<file path="src/sv/kstl_pkg.sv">
// ----------------------------------------------------------------------------
// kstl_pkg
// Shared types, constants and helpers for the keyed score table learner.
// ----------------------------------------------------------------------------
package kstl_pkg;

  localparam int TableEntriesDef = 16;
  localparam int MaxChannelsDef  = 8;
  localparam logic [15:0] ScoreOne = 16'd32768;

  // outcome scores, all products folded at elaboration
  localparam logic [15:0] ScoreFail     = 16'(32768 / 10);
  localparam logic [15:0] ScoreOkMid    = 16'((32768 * 9) / 10);
  localparam logic [15:0] ScoreOkSlow   = 16'((32768 * 8) / 10);
  localparam logic [15:0] ScoreFailMid  = 16'(((32768 / 10) * 9) / 10);
  localparam logic [15:0] ScoreFailSlow = 16'(((32768 / 10) * 8) / 10);

  localparam logic [0:0] CfgLearnOn  = 1'b0;
  localparam logic [0:0] CfgEntries  = 1'b1;

  typedef struct packed {
    logic [7:0]  key_type;
    logic [3:0]  used_prio;
    logic [31:0] chan_list;
    logic [7:0]  chan_count;
    logic        succeeded;
    logic [31:0] resp_seconds;
    logic [31:0] now_seconds;
  } in_word_t;

  typedef struct packed {
    logic        status;
    logic        was_hit;
    logic [3:0]  slot;
    logic [15:0] slot_score;
    logic [31:0] slot_freq;
    logic [15:0] mean_score;
    logic [31:0] learn_total;
  } out_word_t;

  // controller -> datapath
  typedef struct packed {
    logic load;      // capture input word, clear scan state
    logic scan;      // visit entry at scan index
    logic divide;    // run one step of the shared divider
    logic div_start; // load divider operands (sel picks which)
    logic [1:0] div_sel;
    logic commit;    // write chosen entry
    logic sum_scan;  // accumulate score at scan index
    logic finish;    // marks the result word latch; the datapath ignores it
    logic reject;
  } kstl_cmd_t;

  // datapath -> controller
  typedef struct packed {
    logic scan_last;
    logic div_done;
  } kstl_stat_t;

  localparam logic [1:0] DivScore = 2'd0;
  localparam logic [1:0] DivResp  = 2'd1;
  localparam logic [1:0] DivMean  = 2'd2;

  // outcome score, picked from the constant table above
  function automatic logic [15:0] outcome_score(input logic ok, input logic [31:0] resp);
    logic [15:0] s;
    begin
      if (resp > 32'd300) s = ok ? ScoreOkSlow : ScoreFailSlow;
      else if (resp > 32'd60) s = ok ? ScoreOkMid : ScoreFailMid;
      else s = ok ? ScoreOne : ScoreFail;
      return s;
    end
  endfunction

endpackage

</file>
<file path="src/sv/kstl_ctrl.sv">
// ----------------------------------------------------------------------------
// kstl_ctrl
// Sequencer: search, pick, divide twice, commit, sum, divide, deliver; reject when learning is off.
// ----------------------------------------------------------------------------
module kstl_ctrl
  import kstl_pkg::*;
(
  input  logic       clk,
  input  logic       rst,
  input  logic       in_take,
  input  logic       learning_on,
  input  logic       out_free,
  input  kstl_stat_t stat,
  output kstl_cmd_t  cmd,
  output logic       busy,
  output logic       out_load
);

  localparam logic [3:0] S_IDLE  = 4'd0;
  localparam logic [3:0] S_SCAN  = 4'd1;
  localparam logic [3:0] S_DSC   = 4'd2;
  localparam logic [3:0] S_DSCW  = 4'd3;
  localparam logic [3:0] S_DRS   = 4'd4;
  localparam logic [3:0] S_DRSW  = 4'd5;
  localparam logic [3:0] S_COMIT = 4'd6;
  localparam logic [3:0] S_SUM   = 4'd7;
  localparam logic [3:0] S_DMN   = 4'd8;
  localparam logic [3:0] S_DMNW  = 4'd9;
  localparam logic [3:0] S_DONE  = 4'd10;
  localparam logic [3:0] S_REJ   = 4'd11;

  logic [3:0] state, state_next;

  always_ff @(posedge clk) begin
    if (rst) state <= S_IDLE;
    else state <= state_next;
  end

  always_comb begin
    cmd = '0;
    out_load = 1'b0;
    state_next = state;
    case (state)
      S_IDLE: if (in_take) begin
        cmd.load = 1'b1;
        state_next = learning_on ? S_SCAN : S_REJ;
      end
      S_SCAN: begin
        cmd.scan = 1'b1;
        if (stat.scan_last) state_next = S_DSC;
      end
      S_DSC: begin
        cmd.div_start = 1'b1; cmd.div_sel = DivScore; state_next = S_DSCW;
      end
      S_DSCW: begin
        cmd.divide = 1'b1;
        if (stat.div_done) state_next = S_DRS;
      end
      S_DRS: begin
        cmd.div_start = 1'b1; cmd.div_sel = DivResp; state_next = S_DRSW;
      end
      S_DRSW: begin
        cmd.divide = 1'b1;
        if (stat.div_done) state_next = S_COMIT;
      end
      S_COMIT: begin
        cmd.commit = 1'b1; state_next = S_SUM;
      end
      S_SUM: begin
        cmd.sum_scan = 1'b1;
        if (stat.scan_last) state_next = S_DMN;
      end
      S_DMN: begin
        cmd.div_start = 1'b1; cmd.div_sel = DivMean; state_next = S_DMNW;
      end
      S_DMNW: begin
        cmd.divide = 1'b1;
        if (stat.div_done) state_next = S_DONE;
      end
      S_DONE: if (out_free) begin
        cmd.finish = 1'b1; out_load = 1'b1; state_next = S_IDLE;
      end
      S_REJ: if (out_free) begin
        cmd.finish = 1'b1; cmd.reject = 1'b1; out_load = 1'b1; state_next = S_IDLE;
      end
      default: state_next = S_IDLE;
    endcase
  end

  assign busy = (state != S_IDLE);

endmodule

</file>
<file path="src/sv/kstl_dp.sv">
// ----------------------------------------------------------------------------
// kstl_dp
// Entry table, scans, divide-by-ten unit, restoring divider and result
// assembly.
// ----------------------------------------------------------------------------
module kstl_dp
  import kstl_pkg::*;
#(
  parameter int TABLE_ENTRIES = TableEntriesDef,
  parameter int MAX_CHANNELS  = MaxChannelsDef
) (
  input  logic       clk,
  input  logic       rst,
  input  kstl_cmd_t  cmd,
  input  in_word_t   in_word,
  input  logic [4:0] entries_in_use,
  output kstl_stat_t stat,
  output out_word_t  res
);

  localparam int IW = (TABLE_ENTRIES > 1) ? $clog2(TABLE_ENTRIES) : 1;
  localparam int CW = $clog2(TABLE_ENTRIES + 1);
  localparam int NCW = $clog2(MAX_CHANNELS + 1);
  localparam int DW = 36;   // dividend width (7*old+3*new fits 36 bits)
  localparam int D10Steps = DW / 12;  // 12-bit digits per divide by ten
  localparam logic [31:0] Recip10 = 32'd52429;  // 2^19 / 10, rounded up

  logic [7:0]  ent_key   [TABLE_ENTRIES];
  logic [3:0]  ent_prio  [TABLE_ENTRIES];
  logic [15:0] ent_score [TABLE_ENTRIES];
  logic [31:0] ent_freq  [TABLE_ENTRIES];
  logic [31:0] ent_resp  [TABLE_ENTRIES];
  logic [31:0] ent_chans [TABLE_ENTRIES];
  logic [NCW-1:0] ent_chan_cnt [TABLE_ENTRIES];
  logic [31:0] ent_stamp [TABLE_ENTRIES];

  logic [CW-1:0] filled;
  logic [31:0]   learn_counter;
  in_word_t      w;
  logic [15:0]   s_new;
  logic [CW-1:0] limit;

  logic [CW-1:0] idx;       // scan index
  logic          hit;
  logic          hit_now;
  logic [IW-1:0] sel;       // chosen slot
  logic [31:0]   oldest;
  logic [15:0]   old_score;
  logic [31:0]   old_resp;
  logic [31:0]   old_freq;
  logic [15:0]   new_score;
  logic [CW-1:0] filled_after;
  logic [19:0]   sum;

  // divider
  logic [DW-1:0] dv_q, dv_r;
  logic [DW-1:0] dv_d;
  logic [5:0]    dv_n;
  logic          dv_ten;
  logic [DW:0]   dv_trial;
  logic [15:0]   mean;

  // one 12-bit digit of a divide by ten
  logic [15:0]   d10_v;
  logic [31:0]   d10_p;
  logic [11:0]   d10_q;
  logic [15:0]   d10_tq;
  logic [3:0]    d10_r;

  logic [CW-1:0] scan_end;
  logic [IW-1:0] idx_i;

  assign idx_i = idx[IW-1:0];

  always_comb begin
    if (entries_in_use == 5'd0) limit = CW'(1);
    else if ({27'd0, entries_in_use} > TABLE_ENTRIES) limit = CW'(TABLE_ENTRIES);
    else limit = CW'(entries_in_use);
  end

  // search covers filled entries; when missing and full, oldest scan covers limit; sum scan covers filled
  always_comb begin
    scan_end = (filled > limit) ? filled : limit;
    if (cmd.sum_scan) scan_end = filled_after;
  end

  assign stat.scan_last = (idx + CW'(1) >= scan_end) || (scan_end == '0);
  assign dv_trial = {dv_r[DW-1:0], dv_q[DW-1]} - {1'b0, dv_d};
  assign stat.div_done = (dv_n == 6'd0);

  assign hit_now = (idx < filled) && (ent_key[idx_i] == w.key_type);

  assign d10_v  = {dv_r[3:0], dv_q[DW-1 -: 12]};
  assign d10_p  = {16'd0, d10_v} * Recip10;
  assign d10_q  = d10_p[30:19];
  assign d10_tq = {4'd0, d10_q} * 16'd10;
  assign d10_r  = d10_v[3:0] - d10_tq[3:0];

  function automatic logic [31:0] chan_mask(input logic [NCW-1:0] n);
    logic [31:0] m;
    begin
      m = '0;
      for (int k = 0; k < 8; k++)
        if (k < int'(n)) m[k*4 +: 4] = 4'hF;
      return m;
    end
  endfunction

  logic [NCW-1:0] ncl;
  assign ncl = (w.chan_count > 8'(MAX_CHANNELS)) ? NCW'(MAX_CHANNELS) : NCW'(w.chan_count);

  always_ff @(posedge clk) begin
    if (rst) begin
      filled <= '0;
      learn_counter <= '0;
      dv_n <= '0;
    end else begin
      if (cmd.load) begin
        w <= in_word;
        s_new <= outcome_score(in_word.succeeded, in_word.resp_seconds);
        idx <= '0;
        hit <= 1'b0;
        sel <= '0;
        oldest <= 32'hFFFF_FFFF;
        sum <= '0;
      end
      if (cmd.scan) begin
        idx <= idx + CW'(1);
        if (!hit && hit_now) begin
          hit <= 1'b1;
          sel <= idx_i;
        end else if (!hit && stat.scan_last && filled < limit) begin
          sel <= filled[IW-1:0];
        end else if (!hit && idx < limit && (idx == '0 || ent_stamp[idx_i] < oldest)) begin
          oldest <= ent_stamp[idx_i];
          sel <= idx_i;
        end
      end
      if (cmd.div_start) begin
        dv_r <= '0;
        dv_ten <= (cmd.div_sel != DivMean);
        if (cmd.div_sel == DivScore) begin
          old_score <= ent_score[sel];
          old_resp  <= ent_resp[sel];
          old_freq  <= ent_freq[sel];
          dv_q <= DW'(7 * {20'd0, ent_score[sel]} + 3 * {20'd0, s_new});
          dv_n <= 6'(D10Steps);
        end else if (cmd.div_sel == DivResp) begin
          dv_q <= DW'(7 * {4'd0, old_resp} + 3 * {4'd0, w.resp_seconds});
          dv_n <= 6'(D10Steps);
        end else begin
          dv_q <= DW'(sum);
          dv_d <= (filled == '0) ? DW'(1) : DW'(filled);
          dv_n <= 6'(DW);
        end
      end
      if (cmd.divide && dv_n != 6'd0) begin
        dv_n <= dv_n - 6'd1;
        if (dv_ten) begin
          dv_r <= DW'(d10_r);
          dv_q <= {dv_q[DW-13:0], d10_q};
        end else if (!dv_trial[DW]) begin
          dv_r <= dv_trial[DW-1:0];
          dv_q <= {dv_q[DW-2:0], 1'b1};
        end else begin
          dv_r <= {dv_r[DW-2:0], dv_q[DW-1]};
          dv_q <= {dv_q[DW-2:0], 1'b0};
        end
      end
      if (cmd.commit) begin
        idx <= '0;
        ent_stamp[sel] <= w.now_seconds;
        learn_counter <= learn_counter + 32'd1;
        if (hit) begin
          ent_score[sel] <= new_score;
          ent_resp[sel] <= dv_q[31:0];
          ent_freq[sel] <= old_freq + 32'd1;
          if (s_new > old_score) begin
            ent_prio[sel] <= w.used_prio;
            ent_chan_cnt[sel] <= ncl;
            ent_chans[sel] <= w.chan_list & chan_mask(ncl);
          end
        end else begin
          if (filled < limit) filled <= filled + CW'(1);
          ent_key[sel] <= w.key_type;
          ent_score[sel] <= s_new;
          ent_freq[sel] <= 32'd1;
          ent_resp[sel] <= w.resp_seconds;
          ent_prio[sel] <= w.used_prio;
          ent_chan_cnt[sel] <= ncl;
          ent_chans[sel] <= w.chan_list & chan_mask(ncl);
        end
      end
      if (cmd.sum_scan) begin
        idx <= idx + CW'(1);
        if (idx < filled) sum <= sum + {4'd0, ent_score[idx_i]};
      end
    end
  end

  // capture score quotient when resp division starts
  always_ff @(posedge clk) begin
    if (cmd.div_start && cmd.div_sel == DivResp) new_score <= dv_q[15:0];
  end

  assign filled_after = filled;
  assign mean = (filled == '0) ? 16'd0 : dv_q[15:0];

  always_comb begin
    res = '0;
    res.learn_total = learn_counter;
    if (cmd.reject) begin
      res.status = 1'b1;
    end else begin
      res.was_hit = hit;
      res.slot = 4'(sel);
      res.slot_score = ent_score[sel];
      res.slot_freq = ent_freq[sel];
      res.mean_score = mean;
    end
  end

  logic unused_ok;
  assign unused_ok = ^{ent_prio[0], ent_chans[0], ent_chan_cnt[0], cmd.finish,
                       d10_p[31], d10_p[18:0], d10_tq[15:4], dv_q[DW-1:32]};

endmodule

</file>
<file path="src/sv/keyed_score_table_learner_unit.sv">
// ----------------------------------------------------------------------------
// keyed_score_table_learner_unit
// Learns per-key delivery scores in a small fully associative table.
//
//  channel | direction | handshake    | word
//  in      | input     | valid/stall  | in_word_t
//  out     | output    | valid/stall  | out_word_t
//  cfg     | input     | valid/ready  | index + data
//
// One item passes through the key and oldest-entry scan, two 3-step
// divisions by ten, the sum scan and a 36-step division for the mean,
// then waits until the result register is free. A rejected item skips
// the table and returns a word with status set. The input stalls while an
// item is in process. Reset is synchronous and empties the table.
// The result register frees the controller once a word is taken.
// ----------------------------------------------------------------------------
module keyed_score_table_learner_unit
  import kstl_pkg::*;
#(
  parameter int TABLE_ENTRIES = TableEntriesDef,
  parameter int MAX_CHANNELS  = MaxChannelsDef
) (
  input  logic        clk,
  input  logic        rst,
  input  logic        in_valid,
  output logic        in_stall,
  input  in_word_t    in_data,
  output logic        out_valid,
  input  logic        out_stall,
  output out_word_t   out_data,
  input  logic        cfg_valid,
  output logic        cfg_ready,
  input  logic [0:0]  cfg_index,
  input  logic [31:0] cfg_data
);

  logic       learning_on;
  logic [4:0] entries_in_use;
  kstl_cmd_t  cmd;
  kstl_stat_t stat;
  out_word_t  res;
  logic       busy, out_load, in_take;

  assign cfg_ready = 1'b1;
  assign in_stall = busy;
  assign in_take = in_valid && !busy;

  always_ff @(posedge clk) begin
    if (rst) begin
      learning_on <= 1'b1;
      entries_in_use <= 5'd16;
    end else if (cfg_valid) begin
      if (cfg_index == CfgLearnOn) learning_on <= cfg_data[0];
      else if (cfg_index == CfgEntries) entries_in_use <= cfg_data[4:0];
    end
  end

  kstl_ctrl u_ctrl (
    .clk, .rst, .in_take, .learning_on,
    .out_free(!out_valid || !out_stall),
    .stat, .cmd, .busy, .out_load
  );

  kstl_dp #(.TABLE_ENTRIES(TABLE_ENTRIES), .MAX_CHANNELS(MAX_CHANNELS)) u_dp (
    .clk, .rst, .cmd, .in_word(in_data), .entries_in_use, .stat, .res
  );

  always_ff @(posedge clk) begin
    if (rst) out_valid <= 1'b0;
    else if (out_load) out_valid <= 1'b1;
    else if (!out_stall) out_valid <= 1'b0;
  end

  always_ff @(posedge clk) begin
    if (out_load) out_data <= res;
  end

endmodule

</file>
<file path="config.mk">
export PLATFORM = sky130hd
export DESIGN_NAME = keyed_score_table_learner_unit
export DESIGN_NICKNAME = d
export VERILOG_FILES = /design/src/sv/kstl_pkg.sv /design/src/sv/kstl_ctrl.sv /design/src/sv/kstl_dp.sv /design/src/sv/keyed_score_table_learner_unit.sv
export SDC_FILE = /design/constraint.sdc
export NUM_CORES = 2
export LEC_CHECK = 0
export ABC_AREA = 0
export BUFFER_PORTS_ARGS = -buffer_cell sky130_fd_sc_hd__clkbuf_2
export CAP_MARGIN = 20
export CORE_ASPECT_RATIO = 1.25
export CORE_MARGIN = 1.5
export CORE_UTILIZATION = 40
export CTS_BUF_LIST = sky130_fd_sc_hd__clkbuf_8 sky130_fd_sc_hd__clkbuf_16
export CTS_CLUSTER_SIZE = 14
export DETAILED_ROUTE_END_ITERATION = 8
export SETUP_SLACK_MARGIN = 0.3
export SLEW_MARGIN = 20
export SYNTH_ARGS = -nofsm -noshare
export SYNTH_HDL_FRONTEND = slang
export SYNTH_SLANG_ARGS = --single-unit
</file>
<file path="constraint.sdc">
create_clock -name clk -period 12.2 [get_ports clk]
set_input_delay 1.83 -clock clk [delete_from_list [all_inputs] [get_ports clk]]
set_output_delay 1.83 -clock clk [all_outputs]
set_load 0.02 [all_outputs]
</file>
Word-level counts from Yosys, hierarchy flattened --
Memories as Yosys holds them, arrays and structs flattened. A register that Yosys moved wholly into a read port is not among the register bits. Index checks and enable logic that the tools add are counted.
Operators by class: reduce and logical (&&, ||, !) cells 40, $add $sub $neg 10, bitwise gates (word level) 8, magnitude comparators 9, multiply operators 6, eq/ne operators 22, mux-type cells 85, shift operators 0, divide/modulo/power cells 0
Operators by type and width (count):
- $mux W36 | 9
- $mux W32 | 7
- $mux W4 | 18
- $add A32 B1 Y32 const B | 2
- $mux W16 | 4
- $mux W20 | 3
- $pmux W4 S11 | 1
- $mux W5 | 8
- $sub A37 B36 Y37 | 1
- $add A35 B34 Y36 | 1
- $mul A3 B32 Y35 const A | 1
- $mul A2 B32 Y34 const A | 1
- $gt A32 B6 Y1 const B | 1
- $gt A32 B9 Y1 const B | 1
- $lt A32 B32 Y1 | 1
- $mul A16 B16 Y31 const B | 1
- $mux W15 | 2
- $mux W1 | 28
- $mux W6 | 4
- $add A19 B18 Y20 | 1
- $add A20 B16 Y20 | 1
- $logic_not A5 Y1 | 4
- $mul A3 B16 Y19 const A | 1
- $mul A2 B16 Y18 const A | 1
- 34 further kinds | 78
Storage, ports and cells: latch bits 0, bits in writable memories 1920, memories kept 5, output and inout port bits 105, bits in read-only memories 0, bits in registers 463, input bits 155
Memory list:
- u_dp.ent_freq | depth 16, bits a word 32, rd ports 1, clocked after memory_dff 1, write ports 1, line kstl_dp.sv:31 | logic [31:0] ent_freq [TABLE_ENTRIES];
- u_dp.ent_resp | depth 16, bits a word 32, rd ports 1, clocked after memory_dff 1, write ports 1, line kstl_dp.sv:32 | logic [31:0] ent_resp [TABLE_ENTRIES];
- u_dp.ent_stamp | depth 16, bits a word 32, rd ports 1, clocked after memory_dff 1, write ports 1, line kstl_dp.sv:35 | logic [31:0] ent_stamp [TABLE_ENTRIES];
- u_dp.ent_score | depth 16, bits a word 16, rd ports 2, clocked after memory_dff 2, write ports 1, line kstl_dp.sv:30 | logic [15:0] ent_score [TABLE_ENTRIES];
- u_dp.ent_key | depth 16, bits a word 8, rd ports 1, clocked after memory_dff 1, write ports 1, line kstl_dp.sv:28 | logic [7:0] ent_key [TABLE_ENTRIES];

Logic depth before layout (Yosys ltp) --
word-level depth 14, gate-level depth with buffers 27, depth with buffers taken out 27

Cells and area by module --
Synthesis repeated with hierarchy kept, for this count alone.
Second synthesis, totals: cell total of the unflattened synthesis 5796, area, all modules 106164.3 um^2
By module, submodules not included:
- kstl_dp | area an instance 102335.6 um^2, cells each 5597, seq. area each 67805.0 um^2, instances 1
- keyed_score_table_learner_unit | area an instance 3387.0 um^2, cells each 136, seq. area each 3203.1 um^2, instances 1
- kstl_ctrl | area an instance 441.7 um^2, cells each 63, seq. area each 80.1 um^2, instances 1

Worst setup path after synthesis --
Ideal clock, no wire load.
kind input port to flip-flop, start point input rst, end point register u_dp.old_freq[0] (read register of u_dp.ent_freq) (enable), data arrival time 8.424 ns, library setup time 0.644 ns, setup slack 3.133 ns, buffers on the path 2, cell stages on the path 3, cells stage by stage buf_1 -> clkbuf_1 -> nor4_1
On the way: longest elaborated chain between the ends 2
RTL lines:
- from (decl) | line keyed_score_table_learner_unit.sv:24 | input logic rst,
- $not A1 Y1 (no source line)
- $reduce_and A3 Y1 (no source line)
- to (decl) | line kstl_dp.sv:50 | logic [31:0] old_freq;
No other way between the ends. A chain may end at the register's enable or synchronous reset.

==> flow_metrics.py <==
metrics = {
    "route": {
        "vias": 54300,
        "vias_per_cell": 5.62,
        "post-route-drc-count": 0,
        "antenna_violating_nets_post_route": 0,
        "drt_pass1_iterations": 6,
        "drt-initial-drc-count": 5588,
        "wl_um": 269000,
        "routed_len_inst_um": 27.8,
        "wl_met3_um": 15500,
        "met2WireLength_um": 136000,
        "highest_layer": "met5",
        "detail_route.wirelength.met1_um": 108000,
    },
    "clock_network": {
        "cts-root-buf": "sky130_fd_sc_hd__clkbuf_16",
        "cts.clk_slew.worst_paths_ns": 0.06,
        "cts_post_setup_buffers_inserted": 0,
        "cts_tree": "done",
        "htree_levels": 4,
        "cts-buffers-inserted": 241,
        "cts_hold_buf": 0,
        "cts_max_path_buffers": 4,
        "clock_insertion_delay_worst_skew_ns": 0.89,
        "cts_repair_resize_count": 0,
        "cts.sink_count": 2388,
    },
    "finish": {
        "drive_above_1_share_pct": 22.8,
        "post_layout_nonfiller_instances": 9663,
        "finish.instance_area_um2": 119000,
        "nNetsFinal": 6612,
        "areaGrowthSynthToFinish_pct": 12.7,
    },
    "pwr": {
        "power.clock.fraction_pct": 20.2,
        "internal_power_of_the_cells_mw": 21.9,
        "power.static_leakage_nw": 39.9,
        "seq_power_share_pct": 30.1,
        "switching_share_pct": 38.5,
        "irDropWorstVdd_v": 0.000482,
        "comb_power_share_pct": 49.6,
        "power.density_nw_per_um2": 300,
        "total_switching_power_mw": 13.8,
    },
    "die": {
        "die-height_um": 577,
        "core.rowCount": 210,
        "fp.dieW_um": 462,
        "start_util_pct": 40.3,
        "fp.coreArea_um2": 262000,
        "dieArea_um2": 267000,
        "io-pin-count": 260,
    },
    "sta": {
        "rsz0062_at_grt": "no",
        "worst_skew_ns": 0.0873,
        "max_slew_margin_pct": 21.3,
        "post-route-min-period_ns": 7.30,
        "maxSlewViolCount": 0,
        "setup_total_negative_slack_ns": 0,
        "hold_viol_final": 0,
        "final-setup-viol-count": 0,
        "fmax_mhz": 137,
        "final_critical_path_setup_slack_ns": 4.90,
        "least_margin_pin_slew_ns": 1.18,
        "finalHoldWorstSlack_ns": 0.458,
        "timing.final.crit_share_pct": 59.8,
    },
    "global_route": {
        "number_of_antenna_violations_at_the_first_check_in_global_routing": 24,
        "grt_pass1_vias": 56600,
        "overflow": 0,
        "gr-usage-all-layers_pct": 20.0,
        "grt_start_max_net_pins": 86,
        "wire_length_of_the_first_global_routing_pass_um": 391000,
    },
    "setup_path": {
        "cp_data_required_time_ns": 12.80,
        "crit_arrival_ns": 7.90,
        "worstSetupEndpointType": "flip-flop",
        "timing.setup.critical_path_class": "flip-flop to flip-flop",
        "critPathLaunchType": "flip-flop",
        "crit_fanout": 25,
    },
    "outcome": {
        "run_status": "completed",
    },
    "yosys": {
        "synthDominantAreaCellType": "sky130_fd_sc_hd__edfxtp_1",
        "synthTopCellsByArea": "sky130_fd_sc_hd__edfxtp_1, sky130_fd_sc_hd__mux4_2, sky130_fd_sc_hd__fa_1",
        "synth-main-ff-cell": "sky130_fd_sc_hd__edfxtp_1",
        "synth_seq_cells": 2388,
        "synth.avg_cell_area_um2": 18.7,
        "synth_enable_flop_cells": 2326,
        "ys_async_sr_fraction_pct": 0,
        "yosysWarnings": 0,
        "synthDistinctLibCells": 80,
        "synth.top_cell.area_share_pct": 66.2,
        "ys_seq_area_share_pct": 67.3,
        "synthesis.area_um2": 106000,
        "synthCells": 5660,
        "synth_fp_nets": 6308,
    },
    "place": {
        "port_buffers": 187,
        "placedCellCount": 9214,
        "place_worst_setup_slack_ns": 4.47,
        "gp_routability_congestion": 0.847,
        "detailed_place.area_um2": 111000,
        "dp.final_hpwl_um": 155000,
    },
    "hold_path": {
        "hp-class": "flip-flop to flip-flop",
    },
    "flow_run": {
        "cap_viol_max_count": 0,
    },
}
per-layer routing:
metal | global-route usage, % | vias up
met4 | 6.44 | 10
met3 | 2.69 | 442
li1 | - | 23100
met1 | 26.2 | 29000
met2 | 34.5 | 1731
met5 | 0 | -
cell families (layout without fill, tap and decap cells):
group                      count (synthesis)  count (layout)  share of synthesized area (%)
and+or+nand+nor                          862             862                           3.91
adders and majority gates                493             493                           7.41
other                                      1               5                        0.00355
DFF                                     2388            2388                           67.3
AOI/OAI and AO/OA                        498             498                           3.01
buffers and inverters                    520            1021                           1.93
xor gates and xnor gates                 168             168                           1.39
muxes                                    730             730                           15.0
synth_stat cells, drive strengths merged (9+ instances only):
cell type / number
a211oi: 17
a21o: 89
a21oi: 146
a22oi: 13
a31oi: 14
and2: 68
and3: 23
buf: 78
clkbuf: 169
dfxtp: 62
edfxtp: 2326
fa: 221
ha: 272
inv: 272
mux2: 9
mux2i: 46
mux4: 675
nand2: 263
nand2b: 20
nand3: 83
nand4: 21
nor2: 221
nor2b: 17
nor3: 64
nor4: 23
o21a: 15
o21ai: 102
o21bai: 9
o22ai: 14
or3: 25
xnor2: 86
xor2: 82
per-stage QoR:
stage,utilization [%],power [mW]
finish,45.4,35.7
global route,45.4,38.0
CTS,45.3,35.9
detailed placement,42.4,28.6
global placement,42.4,28.4
floorplan,-,23.6
layout by cell type (no fill, tap or decap), types with 82 or more instances in the layout:
cell                        netlist  routed
sky130_fd_sc_hd__a21o_1          89      89
sky130_fd_sc_hd__a21oi_1        146     144
sky130_fd_sc_hd__buf_4            3     107
sky130_fd_sc_hd__clkbuf_16        0     243
sky130_fd_sc_hd__clkbuf_2         0     187
sky130_fd_sc_hd__edfxtp_1      2326    2326
sky130_fd_sc_hd__fa_1           221     221
sky130_fd_sc_hd__ha_1           272     272
sky130_fd_sc_hd__inv_1          272     310
sky130_fd_sc_hd__mux4_2         658     658
sky130_fd_sc_hd__nand2_1        263     262
sky130_fd_sc_hd__nand3_1         83      82
sky130_fd_sc_hd__nor2_1         220     194
sky130_fd_sc_hd__o21ai_0        102     102
sky130_fd_sc_hd__xnor2_1         86      86
sky130_fd_sc_hd__xor2_1          82      82
sequential cells by signal (all words and copies together) (netlist names), 32 cells and up, named ones only:
| signal | count |
|---|---|
| out_data | 102 |
| u_dp.dv_q | 36 |
| u_dp.dv_r | 36 |
| u_dp.ent_freq | 512 |
| u_dp.ent_key | 128 |
| u_dp.ent_resp | 512 |
| u_dp.ent_score | 256 |
| u_dp.ent_stamp | 512 |
| u_dp.learn_counter | 32 |
| u_dp.old_freq | 32 |
| u_dp.old_resp | 32 |
| u_dp.oldest | 32 |
| u_dp.w | 72 |
final timing paths:
kind	from	slack [ns]	to	cells past startpoint
worst min-delay path	u_dp.learn_counter[31]	0.46	out_data[31]	0
worst min register to register	u_dp.learn_counter[31]	0.46	out_data[31]	0
worst max register to register	flip-flop	4.90	u_dp.dv_q[19]	18
worst max-delay path	flip-flop	4.90	u_dp.dv_q[19]	18
area by class of cell:
| cell class | count | area, um2 |
|---|---|---|
| clock buffer | 244 | 6090 |
| clock inverter | 196 | 1530 |
| fill | 22600 | 143000 |
| sequential | 2388 | 71100 |
| multi-input combinational | 2752 | 32800 |
| antenna | 4 | 10.0 |
| timing repair buffer | 308 | 2040 |
| tap | 3498 | 4380 |
| inverter | 273 | 1030 |
power groups by stage:
stage               Sequential, mW  Clock [mW]  Combinational [mW]
finish                        10.8        7.22                17.7
floorplan                     10.5           0                13.1
CTS                           10.8        7.36                17.7
global route                  10.8        7.65                19.5
global placement              11.0           0                17.5
detailed placement            11.0           0                17.6
critical path, stage by stage, from the launching register on:
cell                        delay (ns)
sky130_fd_sc_hd__dfxtp_4          0.80
sky130_fd_sc_hd__buf_4            0.78
sky130_fd_sc_hd__mux4_2           0.68
sky130_fd_sc_hd__fa_1             0.51
sky130_fd_sc_hd__inv_1            0.05
sky130_fd_sc_hd__fa_1             0.45
sky130_fd_sc_hd__fa_1             0.51
sky130_fd_sc_hd__inv_1            0.07
sky130_fd_sc_hd__fa_1             0.46
sky130_fd_sc_hd__a21oi_1          0.19
sky130_fd_sc_hd__o21bai_1         0.12
sky130_fd_sc_hd__a21oi_1          0.22
sky130_fd_sc_hd__o21ai_0          0.17
sky130_fd_sc_hd__a2111oi_0        0.98
sky130_fd_sc_hd__or3_1            0.26
sky130_fd_sc_hd__a21oi_1          0.11
sky130_fd_sc_hd__a31o_2           0.28
sky130_fd_sc_hd__a211oi_1         0.21
sky130_fd_sc_hd__o21ai_0          0.11
(Power assumes the default switching activity.)
